## src/rtl/core/dipm_pkg.sv

```systemverilog
`timescale 1ns / 1ps

package dipm_pkg;

  localparam int SampleW = 16;
  localparam int CoefW   = 18;
  localparam int DtW     = 5;
  localparam int OpW     = 20;
  localparam int ProdW   = OpW + CoefW;
  localparam int AccW    = 56;
  localparam int LoW     = 19;
  localparam int HiMsb   = 37;
  localparam int RndBit  = 27;
  localparam int QShift  = 28;
  localparam int PcW     = 4;

  localparam logic OP_SAMPLE = 1'b0;
  localparam logic OP_CLEAR  = 1'b1;

  localparam logic [2:0] REG_B0    = 3'd0;
  localparam logic [2:0] REG_B1    = 3'd1;
  localparam logic [2:0] REG_B2    = 3'd2;
  localparam logic [2:0] REG_A1    = 3'd3;
  localparam logic [2:0] REG_A2    = 3'd4;
  localparam logic [2:0] REG_RECIP = 3'd5;
  localparam logic [2:0] REG_DT    = 3'd6;

  typedef enum logic [2:0] {
    ASEL_ZERO,
    ASEL_HIST,
    ASEL_Y0,
    ASEL_Y1,
    ASEL_LO,
    ASEL_HI
  } asel_e;

  typedef enum logic [2:0] {
    BSEL_B0,
    BSEL_B1,
    BSEL_B2,
    BSEL_A1,
    BSEL_A2,
    BSEL_RECIP
  } bsel_e;

  typedef enum logic [2:0] {
    ACC_HOLD,
    ACC_LOAD,
    ACC_ADD,
    ACC_SUB,
    ACC_ADD_HI
  } accop_e;

  typedef enum logic [1:0] {
    NXT_STEP,
    NXT_WAIT,
    NXT_END
  } next_e;

  typedef struct packed {
    logic       rd_en;
    logic [1:0] tap;
    asel_e      asel;
    bsel_e      bsel;
    accop_e     acc_op;
    next_e      nxt;
    logic       finish;
  } ctrl_t;

  typedef struct packed {
    logic signed [CoefW-1:0] b0;
    logic signed [CoefW-1:0] b1;
    logic signed [CoefW-1:0] b2;
    logic signed [CoefW-1:0] a1;
    logic signed [CoefW-1:0] a2;
    logic signed [CoefW-1:0] recip;
    logic [DtW-1:0]          dead_time;
  } coef_t;

  function automatic ctrl_t ucode(input logic [PcW-1:0] pc);
    ctrl_t w;
    w.rd_en  = 1'b0;
    w.tap    = 2'd0;
    w.asel   = ASEL_ZERO;
    w.bsel   = BSEL_B0;
    w.acc_op = ACC_HOLD;
    w.nxt    = NXT_STEP;
    w.finish = 1'b0;
    case (pc)
      4'd0: begin
        w.nxt = NXT_WAIT;
      end
      4'd1: begin
        w.rd_en = 1'b1;
        w.tap   = 2'd0;
      end
      4'd2: begin
        w.rd_en = 1'b1;
        w.tap   = 2'd1;
        w.asel  = ASEL_HIST;
        w.bsel  = BSEL_B0;
      end
      4'd3: begin
        w.rd_en  = 1'b1;
        w.tap    = 2'd2;
        w.asel   = ASEL_HIST;
        w.bsel   = BSEL_B1;
        w.acc_op = ACC_LOAD;
      end
      4'd4: begin
        w.asel   = ASEL_HIST;
        w.bsel   = BSEL_B2;
        w.acc_op = ACC_ADD;
      end
      4'd5: begin
        w.asel   = ASEL_Y0;
        w.bsel   = BSEL_A1;
        w.acc_op = ACC_ADD;
      end
      4'd6: begin
        w.asel   = ASEL_Y1;
        w.bsel   = BSEL_A2;
        w.acc_op = ACC_SUB;
      end
      4'd7: begin
        w.acc_op = ACC_SUB;
      end
      4'd8: begin
        w.asel = ASEL_LO;
        w.bsel = BSEL_RECIP;
      end
      4'd9: begin
        w.asel   = ASEL_HI;
        w.bsel   = BSEL_RECIP;
        w.acc_op = ACC_LOAD;
      end
      4'd10: begin
        w.acc_op = ACC_ADD_HI;
      end
      4'd11: begin
        w.finish = 1'b1;
        w.nxt    = NXT_END;
      end
      default: begin
        w.nxt = NXT_END;
      end
    endcase
    return w;
  endfunction

endpackage

```

## src/rtl/core/dipm_sequencer.sv

```systemverilog
`timescale 1ns / 1ps

module dipm_sequencer (
  input  logic            clk_i,
  input  logic            rst_ni,
  input  logic            start_i,
  input  logic            stall_i,
  output dipm_pkg::ctrl_t ctrl_o,
  output logic            commit_o,
  output logic            idle_o
);

  logic [dipm_pkg::PcW-1:0] pc_q, pc_d;
  dipm_pkg::ctrl_t          ctrl;

  assign ctrl     = dipm_pkg::ucode(pc_q);
  assign ctrl_o   = ctrl;
  assign idle_o   = (ctrl.nxt == dipm_pkg::NXT_WAIT);
  assign commit_o = ctrl.finish && !stall_i;

  always_comb begin
    pc_d = pc_q;
    case (ctrl.nxt)
      dipm_pkg::NXT_WAIT: begin
        if (start_i) pc_d = pc_q + 1'b1;
      end
      dipm_pkg::NXT_STEP: begin
        pc_d = pc_q + 1'b1;
      end
      dipm_pkg::NXT_END: begin
        if (!stall_i) pc_d = '0;
      end
      default: begin
        pc_d = '0;
      end
    endcase
  end

  always_ff @(posedge clk_i or negedge rst_ni) begin
    if (!rst_ni) begin
      pc_q <= '0;
    end else begin
      pc_q <= pc_d;
    end
  end

endmodule

```

## src/rtl/core/dipm_datapath.sv

```systemverilog
`timescale 1ns / 1ps

module dipm_datapath #(
  parameter int MAX_DEAD_TIME = 16,
  parameter int NUM_TAPS      = 3
) (
  input  logic                                  clk_i,
  input  logic                                  rst_ni,
  input  dipm_pkg::ctrl_t                       ctrl_i,
  input  dipm_pkg::coef_t                       coef_i,
  input  logic                                  push_i,
  input  logic                                  clear_i,
  input  logic                                  commit_i,
  input  logic signed [dipm_pkg::SampleW-1:0]   sample_i,
  output logic signed [dipm_pkg::SampleW-1:0]   y_o
);

  localparam int Depth = MAX_DEAD_TIME + NUM_TAPS - 1;
  localparam int AW    = (Depth > 1) ? $clog2(Depth) : 1;
  localparam int IW    = AW + 1;

  logic signed [dipm_pkg::SampleW-1:0] mem_q [Depth];
  logic signed [dipm_pkg::SampleW-1:0] rdata_q;
  logic                                rvalid_q;
  logic [Depth-1:0]                    hv_q;
  logic [AW-1:0]                       wp_q, wp_d;

  logic [7:0]    dt8, dcl8;
  logic [IW-1:0] idx, wpx, raddr_x;
  logic [AW-1:0] raddr;
  logic          tap_used;

  logic signed [dipm_pkg::SampleW-1:0] y0_q, y1_q;
  logic signed [dipm_pkg::OpW-1:0]     a_op;
  logic signed [dipm_pkg::CoefW-1:0]   b_op;
  logic signed [dipm_pkg::ProdW-1:0]   prod_d, prod_q;
  logic signed [dipm_pkg::AccW-1:0]    acc_q, acc_d, rnd;
  logic signed [dipm_pkg::AccW-dipm_pkg::QShift-1:0] q;

  assign wp_d = (wp_q == AW'(Depth - 1)) ? '0 : wp_q + 1'b1;

  assign dt8  = 8'(coef_i.dead_time);
  assign dcl8 = (dt8 == 8'd0) ? 8'd1 :
                (dt8 > 8'(MAX_DEAD_TIME)) ? 8'(MAX_DEAD_TIME) : dt8;
  assign idx      = IW'(dcl8) - IW'(1) + IW'(ctrl_i.tap);
  assign wpx      = {1'b0, wp_q};
  assign raddr_x  = (wpx >= idx) ? wpx - idx : wpx + IW'(Depth) - idx;
  assign raddr    = raddr_x[AW-1:0];
  assign tap_used = int'(ctrl_i.tap) < NUM_TAPS;

  always_ff @(posedge clk_i or negedge rst_ni) begin
    if (!rst_ni) begin
      wp_q <= '0;
      hv_q <= '0;
    end else if (clear_i) begin
      hv_q <= '0;
    end else if (push_i) begin
      wp_q       <= wp_d;
      hv_q[wp_d] <= 1'b1;
    end
  end

  always_ff @(posedge clk_i) begin
    if (push_i) mem_q[wp_d] <= sample_i;
    if (ctrl_i.rd_en) begin
      rdata_q  <= mem_q[raddr];
      rvalid_q <= hv_q[raddr] && tap_used;
    end
  end

  always_comb begin
    case (ctrl_i.asel)
      dipm_pkg::ASEL_HIST: a_op = rvalid_q ? dipm_pkg::OpW'(rdata_q) : '0;
      dipm_pkg::ASEL_Y0:   a_op = dipm_pkg::OpW'(y0_q);
      dipm_pkg::ASEL_Y1:   a_op = dipm_pkg::OpW'(y1_q);
      dipm_pkg::ASEL_LO:   a_op = {1'b0, acc_q[dipm_pkg::LoW-1:0]};
      dipm_pkg::ASEL_HI:
        a_op = dipm_pkg::OpW'($signed(acc_q[dipm_pkg::HiMsb:dipm_pkg::LoW]));
      default:             a_op = '0;
    endcase
    case (ctrl_i.bsel)
      dipm_pkg::BSEL_B0:    b_op = coef_i.b0;
      dipm_pkg::BSEL_B1:    b_op = coef_i.b1;
      dipm_pkg::BSEL_B2:    b_op = coef_i.b2;
      dipm_pkg::BSEL_A1:    b_op = coef_i.a1;
      dipm_pkg::BSEL_A2:    b_op = coef_i.a2;
      dipm_pkg::BSEL_RECIP: b_op = coef_i.recip;
      default:              b_op = '0;
    endcase
  end

  assign prod_d = a_op * b_op;

  always_comb begin
    case (ctrl_i.acc_op)
      dipm_pkg::ACC_LOAD: acc_d = dipm_pkg::AccW'(prod_q);
      dipm_pkg::ACC_ADD:  acc_d = acc_q + dipm_pkg::AccW'(prod_q);
      dipm_pkg::ACC_SUB:  acc_d = acc_q - dipm_pkg::AccW'(prod_q);
      dipm_pkg::ACC_ADD_HI:
        acc_d = acc_q + (dipm_pkg::AccW'(prod_q) <<< dipm_pkg::LoW);
      default:            acc_d = acc_q;
    endcase
  end

  always_ff @(posedge clk_i) begin
    prod_q <= prod_d;
    acc_q  <= acc_d;
  end

  // round half up at 2^-28, then saturate to 16 bits
  assign rnd = acc_q + (dipm_pkg::AccW'(1) <<< dipm_pkg::RndBit);
  assign q   = rnd[dipm_pkg::AccW-1:dipm_pkg::QShift];

  always_comb begin
    if (q > 28'sd32767) begin
      y_o = 16'sh7fff;
    end else if (q < -28'sd32768) begin
      y_o = -16'sh8000;
    end else begin
      y_o = q[dipm_pkg::SampleW-1:0];
    end
  end

  always_ff @(posedge clk_i or negedge rst_ni) begin
    if (!rst_ni) begin
      y0_q <= '0;
      y1_q <= '0;
    end else if (clear_i) begin
      y0_q <= '0;
      y1_q <= '0;
    end else if (commit_i) begin
      y0_q <= y_o;
      y1_q <= y0_q;
    end
  end

endmodule

```

## src/rtl/core/delayed_iir_plant_model_core.sv

```systemverilog
`timescale 1ns / 1ps

// Second-order direct-form I plant model with an input dead time of 1 to
// MAX_DEAD_TIME samples. A sample transfer (opcode 0) yields one saturated
// plant_output; a clear transfer (opcode 1) zeroes both histories and yields
// nothing. A new sample is accepted only after the previous one has finished
// a 12-step microprogram, which runs every product (three input taps, two
// feedback taps, then the reciprocal of a0 in two halves) through one shared
// 20x18 multiplier and accumulator. in_ready_o is high only between samples;
// the result sits in an output register, so the next sample starts while it
// waits, and only the final step holds if that register is still full.
// Coefficient and dead-time registers sit on the APB port at byte offsets
// 0x00 to 0x18 and are to be written only while the block is idle; the block
// itself does not enforce this.
module delayed_iir_plant_model_core #(
  parameter int MAX_DEAD_TIME = 16,
  parameter int NUM_TAPS      = 3
) (
  input  logic               clk_i,
  input  logic               rst_ni,
  input  logic               psel,
  input  logic               penable,
  input  logic               pwrite,
  input  logic [4:0]         paddr,
  input  logic [31:0]        pwdata,
  output logic [31:0]        prdata,
  output logic               pready,
  input  logic               in_valid_i,
  output logic               in_ready_o,
  input  logic               opcode_i,
  input  logic signed [15:0] drive_sample_i,
  output logic               out_valid_o,
  input  logic               out_ready_i,
  output logic signed [15:0] plant_output_o
);

  dipm_pkg::coef_t coef_q;
  dipm_pkg::ctrl_t ctrl;
  logic [2:0]      reg_idx;
  logic            wr_en, accept, start, clear, idle, commit;
  logic            out_valid_q;
  logic signed [15:0] out_q, y;

  assign pready  = 1'b1;
  assign reg_idx = paddr[4:2];
  assign wr_en   = psel && penable && pwrite;

  always_ff @(posedge clk_i or negedge rst_ni) begin
    if (!rst_ni) begin
      coef_q.b0        <= '0;
      coef_q.b1        <= '0;
      coef_q.b2        <= '0;
      coef_q.a1        <= '0;
      coef_q.a2        <= '0;
      coef_q.recip     <= 18'sd16384;
      coef_q.dead_time <= 5'd1;
    end else if (wr_en) begin
      case (reg_idx)
        dipm_pkg::REG_B0:    coef_q.b0        <= pwdata[17:0];
        dipm_pkg::REG_B1:    coef_q.b1        <= pwdata[17:0];
        dipm_pkg::REG_B2:    coef_q.b2        <= pwdata[17:0];
        dipm_pkg::REG_A1:    coef_q.a1        <= pwdata[17:0];
        dipm_pkg::REG_A2:    coef_q.a2        <= pwdata[17:0];
        dipm_pkg::REG_RECIP: coef_q.recip     <= pwdata[17:0];
        dipm_pkg::REG_DT:    coef_q.dead_time <= pwdata[4:0];
        default: begin
        end
      endcase
    end
  end

  always_comb begin
    case (reg_idx)
      dipm_pkg::REG_B0:    prdata = {14'd0, coef_q.b0};
      dipm_pkg::REG_B1:    prdata = {14'd0, coef_q.b1};
      dipm_pkg::REG_B2:    prdata = {14'd0, coef_q.b2};
      dipm_pkg::REG_A1:    prdata = {14'd0, coef_q.a1};
      dipm_pkg::REG_A2:    prdata = {14'd0, coef_q.a2};
      dipm_pkg::REG_RECIP: prdata = {14'd0, coef_q.recip};
      dipm_pkg::REG_DT:    prdata = {27'd0, coef_q.dead_time};
      default:             prdata = '0;
    endcase
  end

  assign in_ready_o = idle;
  assign accept     = in_valid_i && idle;
  assign start      = accept && (opcode_i == dipm_pkg::OP_SAMPLE);
  assign clear      = accept && (opcode_i == dipm_pkg::OP_CLEAR);

  dipm_sequencer u_seq (
    .clk_i    (clk_i),
    .rst_ni   (rst_ni),
    .start_i  (start),
    .stall_i  (out_valid_q && !out_ready_i),
    .ctrl_o   (ctrl),
    .commit_o (commit),
    .idle_o   (idle)
  );

  dipm_datapath #(
    .MAX_DEAD_TIME (MAX_DEAD_TIME),
    .NUM_TAPS      (NUM_TAPS)
  ) u_dp (
    .clk_i    (clk_i),
    .rst_ni   (rst_ni),
    .ctrl_i   (ctrl),
    .coef_i   (coef_q),
    .push_i   (start),
    .clear_i  (clear),
    .commit_i (commit),
    .sample_i (drive_sample_i),
    .y_o      (y)
  );

  always_ff @(posedge clk_i or negedge rst_ni) begin
    if (!rst_ni) begin
      out_valid_q <= 1'b0;
    end else if (commit) begin
      out_valid_q <= 1'b1;
    end else if (out_ready_i) begin
      out_valid_q <= 1'b0;
    end
  end

  always_ff @(posedge clk_i) begin
    if (commit) out_q <= y;
  end

  assign out_valid_o    = out_valid_q;
  assign plant_output_o = out_q;

endmodule
```

## config.mk

```make
export PLATFORM = sky130hd
export DESIGN_NAME = delayed_iir_plant_model_core
export DESIGN_NICKNAME = d
export VERILOG_FILES = /design/src/rtl/core/dipm_pkg.sv /design/src/rtl/core/dipm_sequencer.sv /design/src/rtl/core/dipm_datapath.sv /design/src/rtl/core/delayed_iir_plant_model_core.sv
export SDC_FILE = /design/constraint.sdc
export NUM_CORES = 2
export LEC_CHECK = 0
export ABC_AREA = 1
export ABC_CLOCK_PERIOD_IN_PS = 11500
export BUFFER_PORTS_ARGS = -buffer_cell sky130_fd_sc_hd__buf_4
export CAP_MARGIN = 5
export CELL_PAD_IN_SITES_DETAIL_PLACEMENT = 0
export CELL_PAD_IN_SITES_GLOBAL_PLACEMENT = 1
export CORE_MARGIN = 2
export CORE_UTILIZATION = 53
export DETAILED_ROUTE_END_ITERATION = 8
export GPL_TIMING_DRIVEN = 0
export HOLD_SLACK_MARGIN = 0.06
export PLACE_DENSITY_LB_ADDON = 0.1
export REMOVE_ABC_BUFFERS = 1
export SLEW_MARGIN = 20
export SYNTH_ARGS = -nofsm -noshare
export SYNTH_HDL_FRONTEND = slang
export SYNTH_SLANG_ARGS = --single-unit
```

## constraint.sdc

```tcl
create_clock -name clk_i -period 11.5 [get_ports clk_i]
set_input_delay 2.875 -clock clk_i [delete_from_list [all_inputs] [get_ports clk_i]]
set_output_delay 2.875 -clock clk_i [all_outputs]
set_load 0.03 [all_outputs]
```

; Word level (Yosys, flattened, before mapping)
; Memories as Yosys holds them, arrays and structs flattened. A register that Yosys moved wholly into a read port is not among the register bits.
; Index checks and enable logic that the tools add are counted.
[word_totals]
register_bits = 284
ramBits = 288
in_bits = 61
out_inout_bits = 51
elab_cells = 143
memories = 1
[op_classes]
addsub = 11
n_mul = 1
magnitude_cmp = 8
eq_ne = 36
mux = 33
bitwise = 3
reduce_logical = 33
[memory_table]
columns = name, depth, word_bits, rd, rd_ports_with_merged_regs, write_ports, line
row1 = u_dp.mem_q, 18, 16, 1, 1, 1, dipm_datapath.sv:22  ; logic signed [dipm_pkg::SampleW-1:0] mem_q [Depth];
[op_table]
columns = cell, count
row1 = $pmux 56 s4, 1
row2 = $pmux 18 s7, 1
row3 = $pmux 18 s6, 1
row4 = $pmux 20 s5, 1
row5 = $mux 16, 6
row6 = $add 56x29->56 const B, 1
row7 = $add 56x38->56, 1
row8 = $add 56x56->56, 1
row9 = $sub 56x38->56, 1
row10 = $pmux 6 s7, 1
row11 = $mul 20x18->38, 1
row12 = $mux 18, 2
row13 = $gt 28x16->1 const B, 1
row14 = $lt 28x16->1 const B, 1
row15 = $eq 3x2->1 const B, 8
row16 = $eq 3x3->1 const B, 8
row17 = $mux 20, 1
row18 = $or 18x18->18, 1
row19 = $reduce_and 2->1, 9
row20 = $eq 4x3->1 const B, 4
row21 = $eq 4x4->1 const B, 4
row22 = $mux 5, 3
row23 = $eq 3x1->1 const B, 4
row24 = $lt 5x6->1 const B, 2
row25 = other kinds (36), 61

; Depth between registers and ports, before layout
[logic_depth]
depth_word = 10
depth_mapped = 39

; Hierarchy
; From an unflattened synthesis, not the netlist that was laid out.
[hier_totals]
cells_unflattened = 6030
area_unflattened_um2 = 48495.3
[by_module_without_submodules]
columns = mod, n_inst, cells_per_inst, area_per_inst_um2
row1 = dipm_datapath, 1, 5186, 41531.1
row2 = delayed_iir_plant_model_core, 1, 766, 6439.9
row3 = dipm_sequencer, 1, 78, 524.3

; Least setup slack after synthesis
; Ideal clock, no wire load.
[synth_path]
path_kind = flip-flop to flip-flop
start = register u_seq.pc_q[0] in the netlist's numbering
end = register u_dp.prod_q[37] in the netlist's numbering
arrival_ns = 7.134
slack_ns = 4.240
stages_incl_launch_ff = 33
n_path_buf = 1
period_less_slack_ns = 7.260
cell_sequence = dfrtp_1 -> inv_1 -> ha_1 -> o21ai_4 -> nand2_1 -> nor2_1 -> nand2_2 -> inv_2 -> nand2_2 -> buf_6 -> o211ai_1 -> nor3_4 -> nor2_1 -> inv_1 -> fa_1 -> inv_1 -> fa_1 -> inv_1 -> fa_1 -> inv_1 -> fa_1 -> fa_1 -> inv_1 -> fa_1 -> inv_1 -> ha_1 -> nand2_1 -> inv_1 -> a21oi_1 -> nor2_1 -> a211oi_1 -> o211ai_1 -> xor2_1
[synth_via]
elab_chain_len = 5
elab_cells_between_ends = 22
cone_classes = mul: 1 / eq/ne: 17 / mux: 3 / reduce/logical: 1
[synth_lines]
columns = item, line
row1 = "start, declared", dipm_sequencer.sv:13  ; logic [dipm_pkg::PcW-1:0] pc_q, pc_d;
row2 = "start signal, assigned", dipm_sequencer.sv:43  ; pc_q <= pc_d;
row3 = "$eq 4x4->1, or another cell as far along", dipm_pkg.sv:89  ; case (pc)
row4 = $pmux 6 s7 *, dipm_pkg.sv:89
row5 = "$eq 3x3->1, or another cell as far along", dipm_datapath.sv:81  ; case (ctrl_i.bsel)
row6 = $pmux 18 s6 / $pmux 20 s5 (equally long branches), "dipm_datapath.sv:81, dipm_datapath.sv:72"
row7 = $mul 20x18->38 *, dipm_datapath.sv:92  ; assign prod_d = a_op * b_op;
row8 = "net u_dp.prod_d, one bit", dipm_datapath.sv:36  ; logic signed [dipm_pkg::ProdW-1:0] prod_d, prod_q;
row9 = "end signal, assigned", dipm_datapath.sv:106  ; prod_q <= prod_d;
row10 = "end, declared", dipm_datapath.sv:36
; Mark *: on every way through the listed nets, which the timed path passes. The rest lies on a longest branch.
; A chain may end at the register's enable or synchronous reset.

; Final worst setup path
[layout_path]
start = register u_seq.pc_q[0] in the netlist's numbering
end = register u_dp.prod_q[35] in the netlist's numbering
; Same word-level chain as after synthesis.

==> flow_summary_export.csv <==
group,metric,value,unit
outcome,status,"finished clean",
min_path,hp-class,"flip-flop to flip-flop",
yosys,avgSynthCellArea,8.10,um2
yosys,synthCells,5818,
job,cap_violations,0,
placement,hpwl,120000,um
global_routing,gr-usage-all-layers,35.1,%
final_layout,final_common_cell,"nand2_1",
drt,routed_wirelength,159000,um
global_routing,grt_pass1_wl,239000,um
timing,setup-tns-final,0,ns
drt,dr.pass1.iters,8,
cts,clk_latency,0.66,ns
timing,slew_viol_final,0,
timing,grt_setup_unrepaired,"false",
critical_path,slowest_delay,0.84,ns
global_routing,overflow,0,
yosys,synthesis.area,0.0471,mm2
global_routing,grt_start_max_net_pins,125,
yosys,synth-seq-cells,588,
timing,tightestPinTransition,1.25,ns
critical_path,worstPathRequired,12.00,ns
cts,ctsHoldBuffers,0,
floorplanning,die_h,302,um
floorplanning,dieArea,0.0913,mm2
drt,wl_per_cell,22.4,um
final_layout,area_growth,9.71,%
floorplanning,core,0.0882,mm2
floorplanning,rows,109,
cts,htree_levels,3,
timing,fin_crit,10.33,ns
critical_path,start_kind,"flip-flop",
final_layout,nNetsFinal,6485,
yosys,yosysUniqueCellTypes,60,
critical_path,cpMostUsedCell,"inv_1",
timing,hold_slack,0.481,ns
drt,drtIter0Drc,3953,
floorplanning,io_pins,112,
cts,clk_pin_slew,0.06,ns
critical_path,cp.arrival,10.83,ns
timing,max_freq,96.8,MHz
floorplanning,die_x,302,um
floorplanning,start_util,53.4,%
drt,drc_errors,0,
cts,cts_root_buffer,"clkbuf_16",
critical_path,crit_type,"flip-flop to flip-flop",
global_routing,grt_pass1_vias,39100,
timing,final-setup-viol-count,0,
drt,drtAntennaViolNets,0,
cts,cts_sinks,588,
placement,gp_congestion,0.997,
critical_path,path_max_fanout,19,
timing,maxSlewHeadroom,16.6,%
placement,dp_cells,6939,
yosys,yosys_warnings,0,
cts,cts_buffers,67,
timing,finalCritPeriodShare,89.8,%
global_routing,antenna_found_initial,4,
final_layout,layout-drive-gt1-share,6.07,%
cts,max-clock-path-buffers,3,
placement,io_buffers,80,
final_layout,final_cell_mix,"1,253 x nand2_1, 971 x inv_1, 659 x nor2_1",
cts,postCtsSetupBuffers,0,
critical_path,cp-end-kind,"flip-flop",
timing,skew,0.0456,ns
critical_path,crit_path_top_delay_cell,"nor2_1",
timing,report.final.hold_viol_count,0,
drt,viasPerCell,5.72,
drt,vias,40400,
cts,cts_resized,0,
yosys,seq_area_frac_synth,34.8,%
cts,cts_tree,"done",
final_layout,fin_cells,7066,
-- routing by layer --
layer	vias to the layer above	GRT usage (%)	share of wire [%]
li1	18700	-	-
met1	19600	49.6	43
met2	1854	54.1	45
met3	325	5.26	8.4
met4	6	14.5	4.6
met5	-	0	0.021
-- cell families after synthesis --
family,share of synthesized area (%)
simple gates,21.5
buf+inv,9.77
compound gates,10.4
flops,34.8
fa+ha+maj,21.3
xor+xnor,2.21
other cells,0.0159
-- metrics by stage --
stage / instance area, um2 / setup WS [ns] / utilization [%]
floorplan: 46400 / 3.63 / -
global placement: 48500 / -2.02 / 54.9
detailed placement: 49300 / 1.28 / 55.9
CTS: 51700 / 1.21 / 58.6
global route: 51700 / 0.630 / 58.6
finish: 51700 / 1.17 / 58.6
-- synthesized netlist by cell type (all sizes together) --
master | number | area [um2]
buf | 76 | 459
a22o | 1 | 8.76
dfrtp | 171 | 4280
ha | 214 | 2680
a221oi | 18 | 183
nand2 | 1271 | 4800
clkinv | 4 | 15.0
o211ai | 15 | 113
nor3 | 53 | 298
o31ai | 2 | 15.0
edfxtp | 377 | 11300
nand4 | 31 | 194
o221ai | 7 | 61.3
and2 | 3 | 18.8
a21o | 9 | 67.6
inv | 1011 | 3790
o22ai | 62 | 388
xor2 | 83 | 727
xnor2 | 36 | 315
dfxtp | 38 | 761
conb | 2 | 7.51
nor2 | 697 | 2690
a21oi | 246 | 1250
and3 | 3 | 18.8
o2111ai | 10 | 87.6
a211oi | 1 | 7.51
o21ai | 430 | 2170
a31oi | 40 | 265
fa | 367 | 7350
nand2b | 1 | 6.26
o21a | 3 | 22.5
nand3 | 376 | 1900
clkbuf | 90 | 338
a22oi | 6 | 45.0
a31o | 1 | 8.76
nand3b | 6 | 45.0
nor4 | 9 | 56.3
a41oi | 2 | 17.5
dfstp | 2 | 52.6
or2 | 18 | 113
a21boi | 4 | 30.0
o21bai | 22 | 165
-- path summary, 6_finish.rpt --
kind | from | endpoint | slack, ns | depth (start not counted)
worst max-delay path | u_seq.pc_q[0] | u_dp.prod_q[35] | 1.17 | 30
worst min-delay path | u_dp.y0_q[5] | u_dp.y0_q[5] | 0.48 | 2
worst max register to register | u_seq.pc_q[0] | u_dp.prod_q[35] | 1.17 | 30
worst min register to register | u_dp.y0_q[5] | u_dp.y0_q[5] | 0.48 | 2
max in group asynchronous | rst_ni | coef_q[82] | 8.67 | 2
min in group asynchronous | rst_ni | u_dp.hv_q[14] | 2.10 | 1
-- flip-flops by register name (all words and copies together), names as in the netlist --
name and cells:
u_dp.y0_q 16, out_valid_o 1, u_dp.wp_q 5, u_seq.pc_q 4
u_dp.y1_q 16, u_dp.prod_q 38, plant_output_o 16, u_dp.mem_q 288
u_dp.rvalid_q 1, u_dp.rdata_q 16, coef_q 113, u_dp.hv_q 18
u_dp.acc_q 56
-- cell type report --
cell class,count,area (um2)
antenna,3,7.51
clock buffer,86,1820
fill,8109,36500
tap,1165,1460
sequential,588,16400
clock inverter,38,601
multi-input combinational,4062,26400
inverter,1015,3820
timing repair buffer,109,1170
-- worst max-delay path, delay by kind of cell (launching register included) --
family | cells | cell delay, ns
compound gates | 4 | 0.81
flops | 1 | 0.44
simple gates | 10 | 3.66
xor+xnor | 1 | 0.16
fa+ha+maj | 8 | 4.03
buf+inv | 7 | 1.01
Power is left out: the tool's default activity adds up to more than one toggle a clock period on the data nets, which glitch-free logic cannot reach.
